File: config.mk
export PLATFORM = sky130hd
export DESIGN_NAME = terrain_patch_edge_triangles_core
export DESIGN_NICKNAME = d
export VERILOG_FILES = /design/src/hw/rtl/tpe_pkg.sv /design/src/hw/rtl/tpe_coord_unit.sv /design/src/hw/rtl/terrain_patch_edge_triangles_core.sv
export SDC_FILE = /design/constraint.sdc
export NUM_CORES = 1
export LEC_CHECK = 0
export BUFFER_PORTS_ARGS = -buffer_cell sky130_fd_sc_hd__buf_2
export CORE_AREA = 2 2 334 336
export DETAILED_ROUTE_END_ITERATION = 10
export DIE_AREA = 0 0 336 338
export PLACE_DENSITY = 0.41
export SLEW_MARGIN = 20
export SYNTH_ARGS = -nofsm -noshare
export SYNTH_HDL_FRONTEND = slang
export SYNTH_SLANG_ARGS = --single-unit
File: constraint.sdc
create_clock -name clock -period 12.8 [get_ports clock]
set_input_delay 1.92 -clock clock [delete_from_list [all_inputs] [get_ports clock]]
set_output_delay 1.92 -clock clock [all_outputs]
set_load 0.02 [all_outputs]
File: src/hw/rtl/tpe_pkg.sv
// ============================================================================
// tpe_pkg
// Shared types and constants for the terrain patch edge triangle generator.
// ============================================================================
package tpe_pkg;

   localparam int MaxPatchSize = 8;
   localparam int IndexWidth   = 24;
   localparam int MaxLog       = $clog2(MaxPatchSize);
   localparam int MinLog       = 2;
   localparam int CntW         = MaxLog + 2;
   localparam int CoordW       = MaxLog + 3;
   localparam int StrideW      = 13;
   localparam int PslW         = 2;
   localparam int ScaleW       = 2;
   localparam int SideW        = 2;
   localparam int OffW         = CoordW + StrideW + 2;
   localparam int CsrIdxW      = 1;
   localparam int CsrDataW     = 13;

   localparam logic [SideW-1:0] SideTop    = 2'd0;
   localparam logic [SideW-1:0] SideLeft   = 2'd1;
   localparam logic [SideW-1:0] SideBottom = 2'd2;
   localparam logic [SideW-1:0] SideRight  = 2'd3;

   localparam logic [CsrIdxW-1:0] CsrRowStride    = 1'b0;
   localparam logic [CsrIdxW-1:0] CsrPatchSizeLog = 1'b1;

   localparam logic [StrideW-1:0] RowStrideReset    = 13'd9;
   localparam logic [PslW-1:0]    PatchSizeLogReset = 2'd3;

   typedef struct packed {
      logic [IndexWidth-1:0] center_index;
      logic [SideW-1:0]      side;
      logic [ScaleW-1:0]     inner_scale_log;
      logic [ScaleW-1:0]     outer_scale_log;
   } req_type;

   typedef struct packed {
      logic [IndexWidth-1:0] vertex_a;
      logic [IndexWidth-1:0] vertex_b;
      logic [IndexWidth-1:0] vertex_c;
      logic                  last_triangle;
   } rsp_type;

   // grid position relative to the centre: a along the side axis, b across,
   // h adds a truncated half minor step
   typedef struct packed {
      logic signed [CoordW-1:0] a;
      logic signed [CoordW-1:0] b;
      logic signed [1:0]        h;
   } coord_type;

   typedef struct packed {
      coord_type v0;
      coord_type v1;
      coord_type v2;
   } tri_coord_type;

endpackage

File: src/hw/rtl/tpe_coord_unit.sv
// ============================================================================
// tpe_coord_unit
// Maps the three grid positions of one triangle to wrapped vertex indices.
// ============================================================================
module tpe_coord_unit (
   input  logic [tpe_pkg::IndexWidth-1:0] ic,
   input  logic [tpe_pkg::StrideW-1:0]    stride,
   input  logic [tpe_pkg::SideW-1:0]      side,
   input  tpe_pkg::tri_coord_type         tri_in,
   output logic [tpe_pkg::IndexWidth-1:0] idx_a,
   output logic [tpe_pkg::IndexWidth-1:0] idx_b,
   output logic [tpe_pkg::IndexWidth-1:0] idx_c
);

   function automatic logic [tpe_pkg::IndexWidth-1:0] to_index(
      input tpe_pkg::coord_type               v,
      input logic [tpe_pkg::IndexWidth-1:0] base,
      input logic [tpe_pkg::StrideW-1:0]    st,
      input logic [tpe_pkg::SideW-1:0]      sd
   );
      logic                                 lr;
      logic                                 neg;
      logic signed [tpe_pkg::CoordW-1:0]    x;
      logic signed [tpe_pkg::CoordW-1:0]    y;
      logic signed [tpe_pkg::StrideW:0]     st_s;
      logic signed [tpe_pkg::OffW-1:0]      half;
      logic signed [tpe_pkg::OffW-1:0]      off;
      lr   = (sd == tpe_pkg::SideLeft) || (sd == tpe_pkg::SideRight);
      neg  = (sd == tpe_pkg::SideBottom) || (sd == tpe_pkg::SideRight);
      x    = lr ? v.b : v.a;
      y    = lr ? -v.a : v.b;
      st_s = {1'b0, st};
      half = lr ? tpe_pkg::OffW'(signed'({2'b00, st[tpe_pkg::StrideW-1:1]})) : '0;
      off  = tpe_pkg::OffW'(x) * tpe_pkg::OffW'(st_s) + tpe_pkg::OffW'(y);
      if (v.h == 2'sb01) begin
         off = off + half;
      end else if (v.h == 2'sb11) begin
         off = off - half;
      end
      to_index = neg ? base - tpe_pkg::IndexWidth'(off) : base + tpe_pkg::IndexWidth'(off);
   endfunction

   assign idx_a = to_index(tri_in.v0, ic, stride, side);
   assign idx_b = to_index(tri_in.v1, ic, stride, side);
   assign idx_c = to_index(tri_in.v2, ic, stride, side);

endmodule

File: src/hw/rtl/terrain_patch_edge_triangles_core.sv
// ============================================================================
// terrain_patch_edge_triangles_core
// Emits the triangle list of one side wedge of a terrain patch, one triangle
// per cycle, walking rows and stitching fans under a small sequencer.
// ============================================================================
//
//   channel | ports                         | transfer
//   --------+-------------------------------+-------------------------------
//   request | start, busy, req_data         | edge with start=1, busy=0
//   result  | rsp_valid, rsp_data           | every cycle rsp_valid=1
//   config  | csr_wr_en, csr_index, csr_wdata | every edge with csr_wr_en=1
//
// Flow: the request is registered, then the sequencer issues one triangle
// per cycle through the coordinate unit, N triangles (1 to 32) per item.
// Results trail the sequencer by one register.
// Reset is synchronous; it restores row_stride=9, patch_size_log=3.
// The result side cannot stall; busy is the only hold on requests.
// ============================================================================
module terrain_patch_edge_triangles_core (
   input  logic                         clock,
   input  logic                         reset,
   input  logic                         start,
   output logic                         busy,
   input  tpe_pkg::req_type             req_data,
   output logic                         rsp_valid,
   output tpe_pkg::rsp_type             rsp_data,
   input  logic                         csr_wr_en,
   input  logic [tpe_pkg::CsrIdxW-1:0]  csr_index,
   input  logic [tpe_pkg::CsrDataW-1:0] csr_wdata
);

   localparam int CntW   = tpe_pkg::CntW;
   localparam int CoordW = tpe_pkg::CoordW;

   localparam logic [2:0] ST_IDLE  = 3'd0;
   localparam logic [2:0] ST_ONE   = 3'd1;  // full-coarse wedge
   localparam logic [2:0] ST_HALF  = 3'd2;  // half level, two triangles
   localparam logic [2:0] ST_BODY  = 3'd3;  // quad pairs inside a row
   localparam logic [2:0] ST_REND  = 3'd4;  // closing pair of a row
   localparam logic [2:0] ST_SHEAD = 3'd5;  // head pair of a stitch fan
   localparam logic [2:0] ST_SSUB  = 3'd6;  // fan sub-steps

   // config
   logic [tpe_pkg::StrideW-1:0] stride_ff;
   logic [tpe_pkg::PslW-1:0]    psl_ff;

   // sequencer
   logic [2:0]      state_ff, state_in;
   logic [1:0]      k_ff, k_in;
   logic [CntW-1:0] ri_ff, ri_in;
   logic [CntW-1:0] cj_ff, cj_in;
   logic [CntW-1:0] su_ff, su_in;
   logic [CntW-1:0] sj_ff, sj_in;
   logic [CntW-1:0] js_ff, js_in;

   // request context
   logic [tpe_pkg::IndexWidth-1:0] ic_ff;
   logic [tpe_pkg::SideW-1:0]      side_ff;
   logic [CntW-1:0]                is_ff, os_ff, h_ff, range_ff, subs_ff;
   logic                           stitch_ff;

   // output register
   logic             rsp_valid_ff, rsp_valid_in;
   tpe_pkg::rsp_type rsp_data_ff, rsp_data_in;

   // request decode
   logic [tpe_pkg::PslW-1:0]   ps;
   logic [tpe_pkg::ScaleW-1:0] il, ol;
   logic [CntW-1:0]            q_v, h_v, is_v, os_v, subs_v, range_v;
   logic                       case_one, case_half, stitch_v;

   logic                   accept;
   logic                   last;
   tpe_pkg::tri_coord_type tri_c;
   logic [tpe_pkg::IndexWidth-1:0] idx_a, idx_b, idx_c;

   assign accept = start && (state_ff == ST_IDLE);
   assign busy   = (state_ff != ST_IDLE);

   always_comb begin
      ps = psl_ff;
      if (ps < tpe_pkg::PslW'(tpe_pkg::MinLog)) ps = tpe_pkg::PslW'(tpe_pkg::MinLog);
      if (ps > tpe_pkg::PslW'(tpe_pkg::MaxLog)) ps = tpe_pkg::PslW'(tpe_pkg::MaxLog);
      il = (req_data.inner_scale_log > ps) ? ps : req_data.inner_scale_log;
      ol = (req_data.outer_scale_log > ps) ? ps : req_data.outer_scale_log;
      q_v       = CntW'(1) << ps;
      h_v       = q_v >> 1;
      is_v      = CntW'(1) << il;
      os_v      = CntW'(1) << ol;
      subs_v    = os_v >> (3'(il) + 3'd1);
      range_v   = (is_v != os_v) ? h_v - is_v : h_v;
      case_one  = (is_v == q_v) || ((is_v == h_v) && (os_v == q_v));
      case_half = (is_v == h_v);
      stitch_v  = (is_v != os_v) && (os_v != q_v);
   end

   function automatic tpe_pkg::coord_type mk(
      input logic signed [CoordW-1:0] a,
      input logic signed [CoordW-1:0] b,
      input logic signed [1:0]        h
   );
      tpe_pkg::coord_type r;
      r.a = a;
      r.b = b;
      r.h = h;
      mk  = r;
   endfunction

   // triangle positions for the current step
   always_comb begin
      logic signed [CoordW-1:0] i_s, c_s, s_s, i1_s, r0_s, r1_s;
      logic signed [CoordW-1:0] u_s, os_s, oh_s, js_s, h_s, ac_s, bc_s;
      logic signed [1:0]        hf;
      tpe_pkg::coord_type       p00, p01, p10, p11, q00, q01, q10, q11;
      tpe_pkg::coord_type       a10, a11, b10, b11;
      i_s  = CoordW'(ri_ff);
      c_s  = CoordW'(cj_ff);
      s_s  = CoordW'(is_ff);
      i1_s = i_s + s_s;
      r0_s = CoordW'(range_ff);
      r1_s = r0_s + s_s;
      u_s  = CoordW'(su_ff);
      os_s = CoordW'(os_ff);
      oh_s = CoordW'(os_ff >> 1);
      js_s = CoordW'(js_ff);
      h_s  = CoordW'(h_ff);
      hf   = (os_ff == CntW'(1)) ? 2'sb01 : 2'sb00;
      ac_s = u_s + oh_s;
      bc_s = -u_s - oh_s;
      p00 = mk(i_s,  c_s,        2'sb00);
      p01 = mk(i_s,  c_s + s_s,  2'sb00);
      p10 = mk(i1_s, c_s,        2'sb00);
      p11 = mk(i1_s, c_s + s_s,  2'sb00);
      q00 = mk(i_s,  -c_s,       2'sb00);
      q01 = mk(i_s,  -c_s - s_s, 2'sb00);
      q10 = mk(i1_s, -c_s,       2'sb00);
      q11 = mk(i1_s, -c_s - s_s, 2'sb00);
      a10 = mk(r1_s, u_s,         2'sb00);
      a11 = mk(r1_s, u_s + os_s,  2'sb00);
      b10 = mk(r1_s, -u_s,        2'sb00);
      b11 = mk(r1_s, -u_s - os_s, 2'sb00);
      tri_c = '0;
      unique case (state_ff)
         ST_ONE: begin
            tri_c = {mk('0, '0, 2'sb00), mk(h_s, -h_s, 2'sb00), mk(h_s, h_s, 2'sb00)};
         end
         ST_HALF: begin
            if (k_ff == 2'd0) begin
               tri_c = {mk('0, '0, 2'sb00), mk(h_s, -h_s, 2'sb00), mk(h_s, '0, 2'sb00)};
            end else begin
               tri_c = {mk('0, '0, 2'sb00), mk(h_s, '0, 2'sb00), mk(h_s, h_s, 2'sb00)};
            end
         end
         ST_BODY: begin
            case (k_ff)
               2'd0:    tri_c = {p00, p10, p11};
               2'd1:    tri_c = {p00, p11, p01};
               2'd2:    tri_c = {q00, q11, q10};
               default: tri_c = {q00, q01, q11};
            endcase
         end
         ST_REND: begin
            tri_c = (k_ff == 2'd0) ? {p00, p10, p11} : {q00, q11, q10};
         end
         ST_SHEAD: begin
            if (k_ff == 2'd0) begin
               tri_c = {a10, a11, mk(r0_s, ac_s, hf)};
            end else begin
               tri_c = {b10, mk(r0_s, bc_s, -hf), b11};
            end
         end
         ST_SSUB: begin
            case (k_ff)
               2'd0: tri_c = {a10, mk(r0_s, ac_s - js_s, hf),
                              mk(r0_s, ac_s - js_s - s_s, hf)};
               2'd1: tri_c = {b10, mk(r0_s, bc_s + js_s + s_s, -hf),
                              mk(r0_s, bc_s + js_s, -hf)};
               2'd2: tri_c = {a11, mk(r0_s, ac_s + js_s + s_s, hf),
                              mk(r0_s, ac_s + js_s, hf)};
               default: tri_c = {b11, mk(r0_s, bc_s - js_s, -hf),
                                 mk(r0_s, bc_s - js_s - s_s, -hf)};
            endcase
         end
         default: tri_c = '0;
      endcase
   end

   tpe_coord_unit u_coord (
      .ic     (ic_ff),
      .stride (stride_ff),
      .side   (side_ff),
      .tri_in (tri_c),
      .idx_a  (idx_a),
      .idx_b  (idx_b),
      .idx_c  (idx_c)
   );

   // sequencer next state
   always_comb begin
      logic [CntW-1:0] cj_n, ri_n, su_n, sj_n;
      logic            skip;
      cj_n = cj_ff + is_ff;
      ri_n = ri_ff + is_ff;
      su_n = su_ff + os_ff;
      sj_n = sj_ff + CntW'(1);
      // last sub-step of the last fan drops its outer triangle pair
      skip = (su_n == h_ff) && (sj_n == subs_ff);
      state_in = state_ff;
      k_in     = k_ff;
      ri_in    = ri_ff;
      cj_in    = cj_ff;
      su_in    = su_ff;
      sj_in    = sj_ff;
      js_in    = js_ff;
      last     = 1'b0;
      unique case (state_ff)
         ST_IDLE: begin
            if (accept) begin
               state_in = case_one ? ST_ONE : (case_half ? ST_HALF : ST_REND);
               k_in  = 2'd0;
               ri_in = '0;
               cj_in = '0;
               su_in = '0;
               sj_in = '0;
               js_in = '0;
            end
         end
         ST_ONE: begin
            last = 1'b1;
         end
         ST_HALF: begin
            if (k_ff == 2'd0) k_in = 2'd1;
            else last = 1'b1;
         end
         ST_BODY: begin
            k_in = k_ff + 2'd1;
            if (k_ff == 2'd3) begin
               cj_in    = cj_n;
               state_in = (cj_n == ri_ff) ? ST_REND : ST_BODY;
            end
         end
         ST_REND: begin
            if (k_ff == 2'd0) begin
               k_in = 2'd1;
            end else begin
               k_in = 2'd0;
               if (ri_n < range_ff) begin
                  ri_in    = ri_n;
                  cj_in    = '0;
                  state_in = ST_BODY;
               end else if (stitch_ff) begin
                  su_in    = '0;
                  state_in = ST_SHEAD;
               end else begin
                  last = 1'b1;
               end
            end
         end
         ST_SHEAD: begin
            if (k_ff == 2'd0) begin
               k_in = 2'd1;
            end else begin
               k_in = 2'd0;
               if (subs_ff != '0) begin
                  sj_in    = '0;
                  js_in    = '0;
                  state_in = ST_SSUB;
               end else if (su_n < h_ff) begin
                  su_in    = su_n;
                  state_in = ST_SHEAD;
               end else begin
                  last = 1'b1;
               end
            end
         end
         ST_SSUB: begin
            if ((k_ff == 2'd3) || ((k_ff == 2'd1) && skip)) begin
               k_in = 2'd0;
               if (skip) begin
                  last = 1'b1;
               end else if (sj_n < subs_ff) begin
                  sj_in = sj_n;
                  js_in = js_ff + is_ff;
               end else if (su_n < h_ff) begin
                  su_in    = su_n;
                  state_in = ST_SHEAD;
               end else begin
                  last = 1'b1;
               end
            end else begin
               k_in = k_ff + 2'd1;
            end
         end
         default: state_in = ST_IDLE;
      endcase
      if (last) state_in = ST_IDLE;
   end

   always_comb begin
      rsp_valid_in              = (state_ff != ST_IDLE);
      rsp_data_in.vertex_a      = idx_a;
      rsp_data_in.vertex_b      = idx_b;
      rsp_data_in.vertex_c      = idx_c;
      rsp_data_in.last_triangle = last;
   end

   always_ff @(posedge clock) begin
      if (reset) begin
         state_ff     <= ST_IDLE;
         k_ff         <= '0;
         rsp_valid_ff <= 1'b0;
         stride_ff    <= tpe_pkg::RowStrideReset;
         psl_ff       <= tpe_pkg::PatchSizeLogReset;
      end else begin
         state_ff     <= state_in;
         k_ff         <= k_in;
         rsp_valid_ff <= rsp_valid_in;
         if (csr_wr_en) begin
            unique case (csr_index)
               tpe_pkg::CsrRowStride:    stride_ff <= csr_wdata[tpe_pkg::StrideW-1:0];
               tpe_pkg::CsrPatchSizeLog: psl_ff    <= csr_wdata[tpe_pkg::PslW-1:0];
               default: ;
            endcase
         end
      end
   end

   // payload and loop registers, no reset needed
   always_ff @(posedge clock) begin
      ri_ff       <= ri_in;
      cj_ff       <= cj_in;
      su_ff       <= su_in;
      sj_ff       <= sj_in;
      js_ff       <= js_in;
      rsp_data_ff <= rsp_data_in;
      if (accept) begin
         ic_ff     <= req_data.center_index;
         side_ff   <= req_data.side;
         is_ff     <= is_v;
         os_ff     <= os_v;
         h_ff      <= h_v;
         range_ff  <= range_v;
         subs_ff   <= subs_v;
         stitch_ff <= stitch_v;
      end
   end

   assign rsp_valid = rsp_valid_ff;
   assign rsp_data  = rsp_data_ff;

endmodule

==> impl_metrics.prom, run 1 <==
# TYPE chip_impl_metric gauge
chip_impl_metric{name="yosys_register_bits",unit=""} 164
chip_impl_metric{name="postSynthAreaPerCell",unit="um2"} 8.11
chip_impl_metric{name="holdBufCountCts",unit=""} 0
chip_impl_metric{name="drt_iter0_markers",unit=""} 1836
chip_impl_metric{name="diodes",unit=""} 0
chip_impl_info{name="synth.top_cells.by_count",value="sky130_fd_sc_hd__inv_1 (432), sky130_fd_sc_hd__ha_1 (351), sky130_fd_sc_hd__nand2_1 (293)"} 1
chip_impl_metric{name="synth.yosys.seq_area_share",unit=""} 0.141
chip_impl_metric{name="synth_edf_count",unit=""} 70
chip_impl_metric{name="fp_rows",unit=""} 122
chip_impl_metric{name="worst_clock_skew",unit="ns"} 0.0326
chip_impl_metric{name="cts_max_path_buffers",unit=""} 2
chip_impl_metric{name="fin_crit_sh",unit=""} 0.953
chip_impl_metric{name="antenna_found_initial",unit=""} 5
chip_impl_metric{name="final-max-slew-violation-count",unit=""} 0
chip_impl_metric{name="finalNonFillerCells",unit=""} 5257
chip_impl_metric{name="netlist_instances",unit=""} 3493
chip_impl_metric{name="mappedNetlistArea",unit="um2"} 28300
chip_impl_metric{name="cp.arrival",unit="ns"} 12.65
chip_impl_metric{name="area_growth_syn_to_layout",unit="%"} 17.3
chip_impl_metric{name="report.final.setup_viol",unit=""} 0
chip_impl_metric{name="globalplace.congestion",unit=""} 0.908
chip_impl_metric{name="yosys_warnings",unit=""} 0
chip_impl_metric{name="layout.core_utilization",unit=""} 0.302
chip_impl_info{name="synth_largest_area_cell",value="sky130_fd_sc_hd__ha_1"} 1
chip_impl_metric{name="normalized_max_slew_margin",unit=""} 0.225
chip_impl_metric{name="initial_utilization",unit=""} 0.258
chip_impl_metric{name="grt_pass1_wl",unit="um"} 153000
chip_impl_metric{name="wire_per_inst",unit="um"} 19.3
chip_impl_metric{name="max_capacitance_violation_count",unit=""} 0
chip_impl_metric{name="final_hold_viol_count",unit=""} 0
chip_impl_metric{name="clock_latency",unit="ns"} 0.53
chip_impl_info{name="tritoncts",value="built"} 1
chip_impl_metric{name="grt.total_usage",unit=""} 0.178
chip_impl_metric{name="cts.clk_slew.worst_paths",unit="ns"} 0.10
chip_impl_metric{name="detail-route-antenna-nets",unit=""} 0
chip_impl_info{name="synth.top_cells.by_area",value="sky130_fd_sc_hd__ha_1 (15%), sky130_fd_sc_hd__fa_1 (15%), sky130_fd_sc_hd__edfxtp_1 (7.4%), sky130_fd_sc_hd__dfxtp_1 (6.6%), sky130_fd_sc_hd__xnor2_1 (5.9%)"} 1
chip_impl_metric{name="place_hpwl",unit="um"} 83800
chip_impl_info{name="min-delay-path-class",value="register to register"} 1
chip_impl_metric{name="die_width",unit="um"} 336
chip_impl_metric{name="timing.fmax",unit="GHz"} 0.0820
chip_impl_info{name="timing.critical_path.from_type",value="register"} 1
chip_impl_metric{name="numCtsBuffers",unit=""} 17
chip_impl_metric{name="drc",unit=""} 0
chip_impl_metric{name="synthDominantCellAreaShare",unit=""} 0.155
chip_impl_metric{name="max_stage_delay",unit="ns"} 0.60
chip_impl_metric{name="port_buffers",unit=""} 122
chip_impl_info{name="worstSetupEndpointType",value="register"} 1
chip_impl_info{name="yosys_most_used_dff",value="sky130_fd_sc_hd__dfxtp_1"} 1
chip_impl_metric{name="pin_count_of_the_biggest_net_entering_global_routing",unit=""} 46
chip_impl_metric{name="number_of_global_route_vias_before_repair",unit=""} 25300
chip_impl_metric{name="wl",unit="um"} 101000
chip_impl_metric{name="critical_path.max_fanout",unit=""} 5
chip_impl_metric{name="netlist-cell-type-count",unit=""} 101
chip_impl_metric{name="die_h",unit="um"} 338
chip_impl_metric{name="cts_sinks",unit=""} 164
chip_impl_info{name="outcome",value="completed"} 1
chip_impl_metric{name="vias_per_cell",unit=""} 4.83
chip_impl_metric{name="global_route.overflow_total",unit=""} 0
chip_impl_metric{name="synth_fp_nets",unit=""} 4103
chip_impl_info{name="critPathKind",value="register to register"} 1
chip_impl_metric{name="route.vias.total",unit=""} 25400
chip_impl_metric{name="postLayoutCellArea",unit="um2"} 33200
chip_impl_metric{name="ctsHtreeMaxLevel",unit=""} 4
chip_impl_info{name="yosys.cell_count.top_type",value="sky130_fd_sc_hd__inv_1"} 1
chip_impl_metric{name="drive_above_1_share",unit=""} 0.147
chip_impl_metric{name="worst_pin_slew",unit="ns"} 1.16
chip_impl_metric{name="cell_total_after_placement",unit=""} 5216
chip_impl_metric{name="design.die.area",unit="um2"} 114000
chip_impl_info{name="critical_path.most_common_cell",value="sky130_fd_sc_hd__fa_1"} 1
chip_impl_metric{name="pin_count",unit=""} 123
chip_impl_metric{name="core",unit="um2"} 110000
chip_impl_metric{name="ys_async_sr_fraction",unit=""} 0
chip_impl_metric{name="place_area",unit="um2"} 32200
chip_impl_metric{name="drtPass1Iterations",unit=""} 5
chip_impl_metric{name="final_nets",unit=""} 4366
chip_impl_info{name="crit_path_top_delay_cell",value="sky130_fd_sc_hd__fa_2"} 1
chip_impl_metric{name="worstPathRequired",unit="ns"} 13.25
chip_impl_info{name="cts_root_buf",value="sky130_fd_sc_hd__clkbuf_16"} 1
chip_impl_metric{name="period_needed",unit="ns"} 12.20
cells by family after synthesis:
kind of cell / Yosys count / share of synthesized area
AND/OR/NAND/NOR: 1041 / 0.179
AO/OA/AOI/OAI: 818 / 0.191
buffers and inverters: 572 / 0.0769
adder cells (fa/ha/maj): 562 / 0.304
XOR/XNOR: 285 / 0.0895
flip-flops: 164 / 0.141
multiplexers: 51 / 0.0182
path summary, 6_finish.rpt:
check | start | endpoint | slack [ns] | depth (start not counted)
setup / recovery | su_ff[0] | rsp_data[24] | 0.60 | 49
hold / removal | stride_ff[9] | stride_ff[9] | 0.45 | 2
setup reg to reg | su_ff[0] | rsp_data[24] | 0.60 | 49
hold reg to reg | stride_ff[9] | stride_ff[9] | 0.45 | 2
cell usage in the layout, fill, tap and decap left out, types with 15 or more instances in the layout:
master / count
sky130_fd_sc_hd__buf_4: 259
sky130_fd_sc_hd__inv_1: 430
sky130_fd_sc_hd__clkbuf_16: 17
sky130_fd_sc_hd__nor2b_1: 44
sky130_fd_sc_hd__dfxtp_1: 94
sky130_fd_sc_hd__a21oi_1: 219
sky130_fd_sc_hd__o21ai_1: 15
sky130_fd_sc_hd__o21bai_1: 21
sky130_fd_sc_hd__xor2_1: 89
sky130_fd_sc_hd__edfxtp_1: 70
sky130_fd_sc_hd__a31oi_1: 24
sky130_fd_sc_hd__a221oi_1: 21
sky130_fd_sc_hd__nand3_1: 44
sky130_fd_sc_hd__mux2i_1: 39
sky130_fd_sc_hd__nor3_1: 66
sky130_fd_sc_hd__fa_1: 210
sky130_fd_sc_hd__nand3b_1: 17
sky130_fd_sc_hd__a22oi_1: 18
sky130_fd_sc_hd__o22ai_1: 36
sky130_fd_sc_hd__o211ai_1: 21
sky130_fd_sc_hd__a21o_1: 61
sky130_fd_sc_hd__or2_2: 31
sky130_fd_sc_hd__buf_2: 122
sky130_fd_sc_hd__and2_1: 110
sky130_fd_sc_hd__or3_1: 16
sky130_fd_sc_hd__a211oi_1: 22
sky130_fd_sc_hd__nand2_1: 293
sky130_fd_sc_hd__and3_1: 30
sky130_fd_sc_hd__ha_1: 343
sky130_fd_sc_hd__nand2b_1: 40
sky130_fd_sc_hd__nor2_1: 272
sky130_fd_sc_hd__o21a_1: 27
sky130_fd_sc_hd__xnor2_1: 181
sky130_fd_sc_hd__o21ai_0: 147
repair_timing:
action,in CTS,in global routing
pin swaps,0,22
buffers inserted,0,9
resized for setup,4,80
endpoints found under the setup margin,3,15
per-stage QoR:
stage | setup slack [ns] | setup TNS (ns) | hold WS (ns)
floorplan | 0.656 | 0 | 0.435
global placement | -0.220 | -0.220 | 0.448
detailed placement | -0.272 | -0.280 | 0.450
CTS | -0.00432 | -0.00432 | 0.460
global route | -0.00219 | -0.00219 | 0.493
finish | 0.599 | 0 | 0.455
critical path: cells and delay by family, from the launching register on:
kind	cells	cell delay, ns
adders and majority gates	11	4.67
AOI/OAI and AO/OA	12	2.74
and+or+nand+nor	10	1.97
xor gates and xnor gates	6	1.08
buffers and inverters	8	0.86
DFF	1	0.40
muxes	2	0.38
state kept, by name, summed over array words and instances, names as in the netlist, 5 cells and up:
| signal | count |
|---|---|
| js_ff | 5 |
| rsp_data | 73 |
| stride_ff | 13 |
| range_ff | 5 |
| ri_ff | 5 |
| su_ff | 5 |
| sj_ff | 5 |
| ic_ff | 24 |
| cj_ff | 5 |
routing by layer:
layer,GRT usage,vias to the layer above,share of wire
met4,0.0384,2,0.019
met2,0.282,583,0.43
met5,0,-,0.00013
met3,0.0340,86,0.053
met1,0.248,12200,0.49
li1,-,12500,-
cell type report:
class | count | area, um2
Clock buffer | 17 | 425
Clock inverter | 15 | 160
Fill cell | 12000 | 76800
Inverter | 434 | 1630
Multi-Input combinational cell | 2757 | 22600
Sequential cell | 164 | 3980
Tap cell | 1488 | 1860
Timing Repair Buffer | 382 | 2570
Power of run 1 is not shown: default switching activity piles up to over one toggle a cycle in this logic, so the estimate is an artifact.
==> run 2, diff against run 1 <==
--- a/config.mk
+++ b/config.mk
@@ -5,11 +5,13 @@
 export SDC_FILE = /design/constraint.sdc
 export NUM_CORES = 1
 export LEC_CHECK = 0
+export ABC_AREA = 1
 export BUFFER_PORTS_ARGS = -buffer_cell sky130_fd_sc_hd__buf_2
-export CORE_AREA = 2 2 334 336
+export CORE_AREA = 2 2 340 342
 export DETAILED_ROUTE_END_ITERATION = 10
-export DIE_AREA = 0 0 336 338
+export DIE_AREA = 0 0 342 344
 export PLACE_DENSITY = 0.41
+export REMOVE_ABC_BUFFERS = 1
 export SLEW_MARGIN = 20
 export SYNTH_ARGS = -nofsm -noshare
 export SYNTH_HDL_FRONTEND = slang
==> run 2 against run 1 <==
Effect of this change: sequential share of layout area rose by 0.13 points; setup slack improved by 0.35 ns; largest cell class unchanged; fmax rose by 3.0%.
==> impl_metrics.prom, run 2 <==
# TYPE chip_impl_metric gauge
chip_impl_info{name="outcome",value="completed"} 1
chip_impl_metric{name="fp_rows",unit=""} 124
chip_impl_metric{name="synth.yosys.seq_area_share",unit=""} 0.135
chip_impl_info{name="critPathKind",value="register to register"} 1
chip_impl_metric{name="drtPass1Iterations",unit=""} 5
chip_impl_info{name="yosys.cell_count.top_type",value="sky130_fd_sc_hd__nand2_1"} 1
chip_impl_metric{name="wire_per_inst",unit="um"} 18.3
chip_impl_metric{name="final_nets",unit=""} 5095
chip_impl_metric{name="pin_count_of_the_biggest_net_entering_global_routing",unit=""} 51
chip_impl_metric{name="timing.fmax",unit="GHz"} 0.0844
chip_impl_metric{name="synth_edf_count",unit=""} 70
chip_impl_metric{name="report.final.setup_viol",unit=""} 0
chip_impl_metric{name="netlist-cell-type-count",unit=""} 68
chip_impl_metric{name="hold-path-cell-count",unit=""} 2
chip_impl_metric{name="area_growth_syn_to_layout",unit="%"} 11.7
chip_impl_metric{name="cts_max_path_buffers",unit=""} 2
chip_impl_metric{name="place_area",unit="um2"} 32000
chip_impl_metric{name="wl",unit="um"} 110000
chip_impl_info{name="worst_path_dominant_cell_family",value="adder cells"} 1
chip_impl_metric{name="postLayoutSetupSlackWorst",unit="ns"} 0.953
chip_impl_metric{name="fin_crit_sh",unit=""} 0.926
chip_impl_info{name="layout_common_cells",value="sky130_fd_sc_hd__nand2_1 (1052), sky130_fd_sc_hd__inv_1 (784), sky130_fd_sc_hd__nor2_1 (433)"} 1
chip_impl_metric{name="ctsHtreeMaxLevel",unit=""} 4
chip_impl_metric{name="area.sequential",unit="um2"} 3980
chip_impl_metric{name="worstPathRequired",unit="ns"} 13.21
chip_impl_metric{name="timing.critical_path.depth",unit=""} 58
chip_impl_metric{name="synthDominantCellAreaShare",unit=""} 0.149
chip_impl_metric{name="worst_clock_skew",unit="ns"} 0.0194
chip_impl_metric{name="route.vias.total",unit=""} 28000
chip_impl_metric{name="drt_iter0_markers",unit=""} 1528
chip_impl_metric{name="pin_count",unit=""} 123
chip_impl_info{name="synth.top_cells.by_count",value="sky130_fd_sc_hd__nand2_1 (1058), sky130_fd_sc_hd__inv_1 (786), sky130_fd_sc_hd__nor2_1 (435)"} 1
chip_impl_metric{name="mappedNetlistArea",unit="um2"} 29400
chip_impl_metric{name="drc",unit=""} 0
chip_impl_metric{name="initial_utilization",unit=""} 0.258
chip_impl_metric{name="max_capacitance_violation_count",unit=""} 0
chip_impl_info{name="worstSetupEndpointType",value="register"} 1
chip_impl_metric{name="port_buffers",unit=""} 122
chip_impl_metric{name="netlist_instances",unit=""} 4365
chip_impl_info{name="yosys_most_used_dff",value="sky130_fd_sc_hd__dfxtp_1"} 1
chip_impl_info{name="critical_path.most_common_cell",value="sky130_fd_sc_hd__nand2_1"} 1
chip_impl_metric{name="diodes",unit=""} 0
chip_impl_metric{name="die_width",unit="um"} 342
chip_impl_metric{name="max_stage_delay",unit="ns"} 0.54
chip_impl_metric{name="place_hpwl",unit="um"} 93700
chip_impl_metric{name="cp.arrival",unit="ns"} 12.25
chip_impl_info{name="cts_root_buf",value="sky130_fd_sc_hd__clkbuf_16"} 1
chip_impl_metric{name="footprint_of_the_multi_input_gates",unit="um2"} 22200
chip_impl_metric{name="critical_path.max_fanout",unit=""} 9
chip_impl_metric{name="grt_pass1_wl",unit="um"} 168000
chip_impl_metric{name="worstPathBufferInverterCount",unit=""} 13
chip_impl_metric{name="final-max-slew-violation-count",unit=""} 0
chip_impl_metric{name="final_hold_viol_count",unit=""} 0
chip_impl_metric{name="core",unit="um2"} 114000
chip_impl_metric{name="antenna_found_initial",unit=""} 0
chip_impl_metric{name="detail-route-antenna-nets",unit=""} 0
chip_impl_metric{name="clock_latency",unit="ns"} 0.52
chip_impl_metric{name="global_route.overflow_total",unit=""} 0
chip_impl_metric{name="design.die.area",unit="um2"} 118000
chip_impl_metric{name="r2r.worst_path.cells",unit=""} 58
chip_impl_metric{name="drive_above_1_share",unit=""} 0.0751
chip_impl_metric{name="grt.total_usage",unit=""} 0.187
chip_impl_metric{name="normalized_max_slew_margin",unit=""} 0.354
chip_impl_metric{name="fillCellCount",unit=""} 12800
chip_impl_metric{name="grtUsageMet1",unit=""} 0.256
chip_impl_metric{name="die_h",unit="um"} 344
chip_impl_metric{name="layout.core_utilization",unit=""} 0.289
chip_impl_metric{name="cts_sinks",unit=""} 164
chip_impl_metric{name="finalSetupTns",unit="ns"} 0
chip_impl_metric{name="numCtsBuffers",unit=""} 17
chip_impl_metric{name="yosys_register_bits",unit=""} 164
chip_impl_info{name="synth.top_cells.by_area",value="sky130_fd_sc_hd__ha_1 (15%), sky130_fd_sc_hd__fa_1 (14%), sky130_fd_sc_hd__nand2_1 (13%), sky130_fd_sc_hd__inv_1 (10%), sky130_fd_sc_hd__edfxtp_1 (7.1%)"} 1
chip_impl_metric{name="postSynthAreaPerCell",unit="um2"} 6.74
chip_impl_metric{name="period_needed",unit="ns"} 11.85
chip_impl_metric{name="preCtsSetupSlack",unit="ns"} 0.163
chip_impl_metric{name="number_of_global_route_vias_before_repair",unit=""} 27600
chip_impl_info{name="synth_largest_area_cell",value="sky130_fd_sc_hd__ha_1"} 1
chip_impl_info{name="tritoncts",value="built"} 1
chip_impl_metric{name="postLayoutCellArea",unit="um2"} 32900
chip_impl_metric{name="worst_pin_slew",unit="ns"} 0.967
chip_impl_info{name="final_common_cell",value="sky130_fd_sc_hd__nand2_1"} 1
chip_impl_metric{name="grt.met2_usage",unit=""} 0.307
chip_impl_metric{name="vias_per_cell",unit=""} 4.66
chip_impl_metric{name="yosys_warnings",unit=""} 0
chip_impl_metric{name="cts.clk_slew.worst_paths",unit="ns"} 0.08
chip_impl_metric{name="globalplace.congestion",unit=""} 0.890
chip_impl_info{name="crit_path_top_delay_cell",value="sky130_fd_sc_hd__fa_1"} 1
chip_impl_info{name="min-delay-path-class",value="register to register"} 1
chip_impl_metric{name="ys_async_sr_fraction",unit=""} 0
chip_impl_info{name="timing.critical_path.from_type",value="register"} 1
chip_impl_info{name="top_usage_layer",value="met2"} 1
chip_impl_metric{name="grt.met3_usage",unit=""} 0.0212
chip_impl_metric{name="largest_register_ff_count",unit=""} 73
==> run 2: cell type report <==
class	instances	area share
clock buffer	17	0.0129
clock inverter	15	0.00544
inverter	816	0.0933
multi-input combinational	3293	0.675
sequential	164	0.121
tap	1512	0.0575
timing repair buffer	193	0.0348
==> run 2: final timing paths <==
| path | start | endpoint | slack (ns) |
|---|---|---|---|
| worst min register to register | psl_ff[1] | psl_ff[1] | 0.47 |
| worst max register to register | su_ff[0] | rsp_data[45] | 0.95 |
| worst max-delay path | su_ff[0] | rsp_data[45] | 0.95 |
| worst min-delay path | psl_ff[1] | psl_ff[1] | 0.47 |
==> run 2: metrics by stage <==
stage                     instances  hold slack [ns]
after global placement         5966            0.458
after CTS                      5998            0.478
after detailed placement       5966            0.457
after floorplan                4273            0.442
final                          6010            0.471
after global routing           6010            0.503
==> run 2: what timing repair did <==
item	CTS	global route
buffers inserted	0	12
setup endpoints to repair	0	18
gates resized for setup	0	50
hold buffers	0	0
==> run 2: logic make-up after synthesis <==
kind of cell | Yosys count | synth area share
mux | 3 | 0.00102
flops | 164 | 0.135
fa+ha+maj | 562 | 0.293
xor+xnor | 214 | 0.0639
compound gates | 595 | 0.116
simple gates | 1919 | 0.273
buf+inv | 908 | 0.118
==> run 2: routing by layer <==
| metal | share of wire | vias to the layer above | wire [um] |
|---|---|---|---|
| met2 | 0.45 | 621 | 49600 |
| met4 | 0.030 | 0 | 3270 |
| li1 | - | 14100 | - |
| met5 | 0 | - | 0 |
| met3 | 0.036 | 115 | 3950 |
| met1 | 0.48 | 13100 | 53300 |
==> run 2: tightest hold or removal path, cell delays in order, from the launching register on <==
cell                      delay, ns
sky130_fd_sc_hd__dfxtp_1       0.33
sky130_fd_sc_hd__nand2_1       0.05
sky130_fd_sc_hd__nand3_1       0.07
Power of run 2 is left out for the same reason.
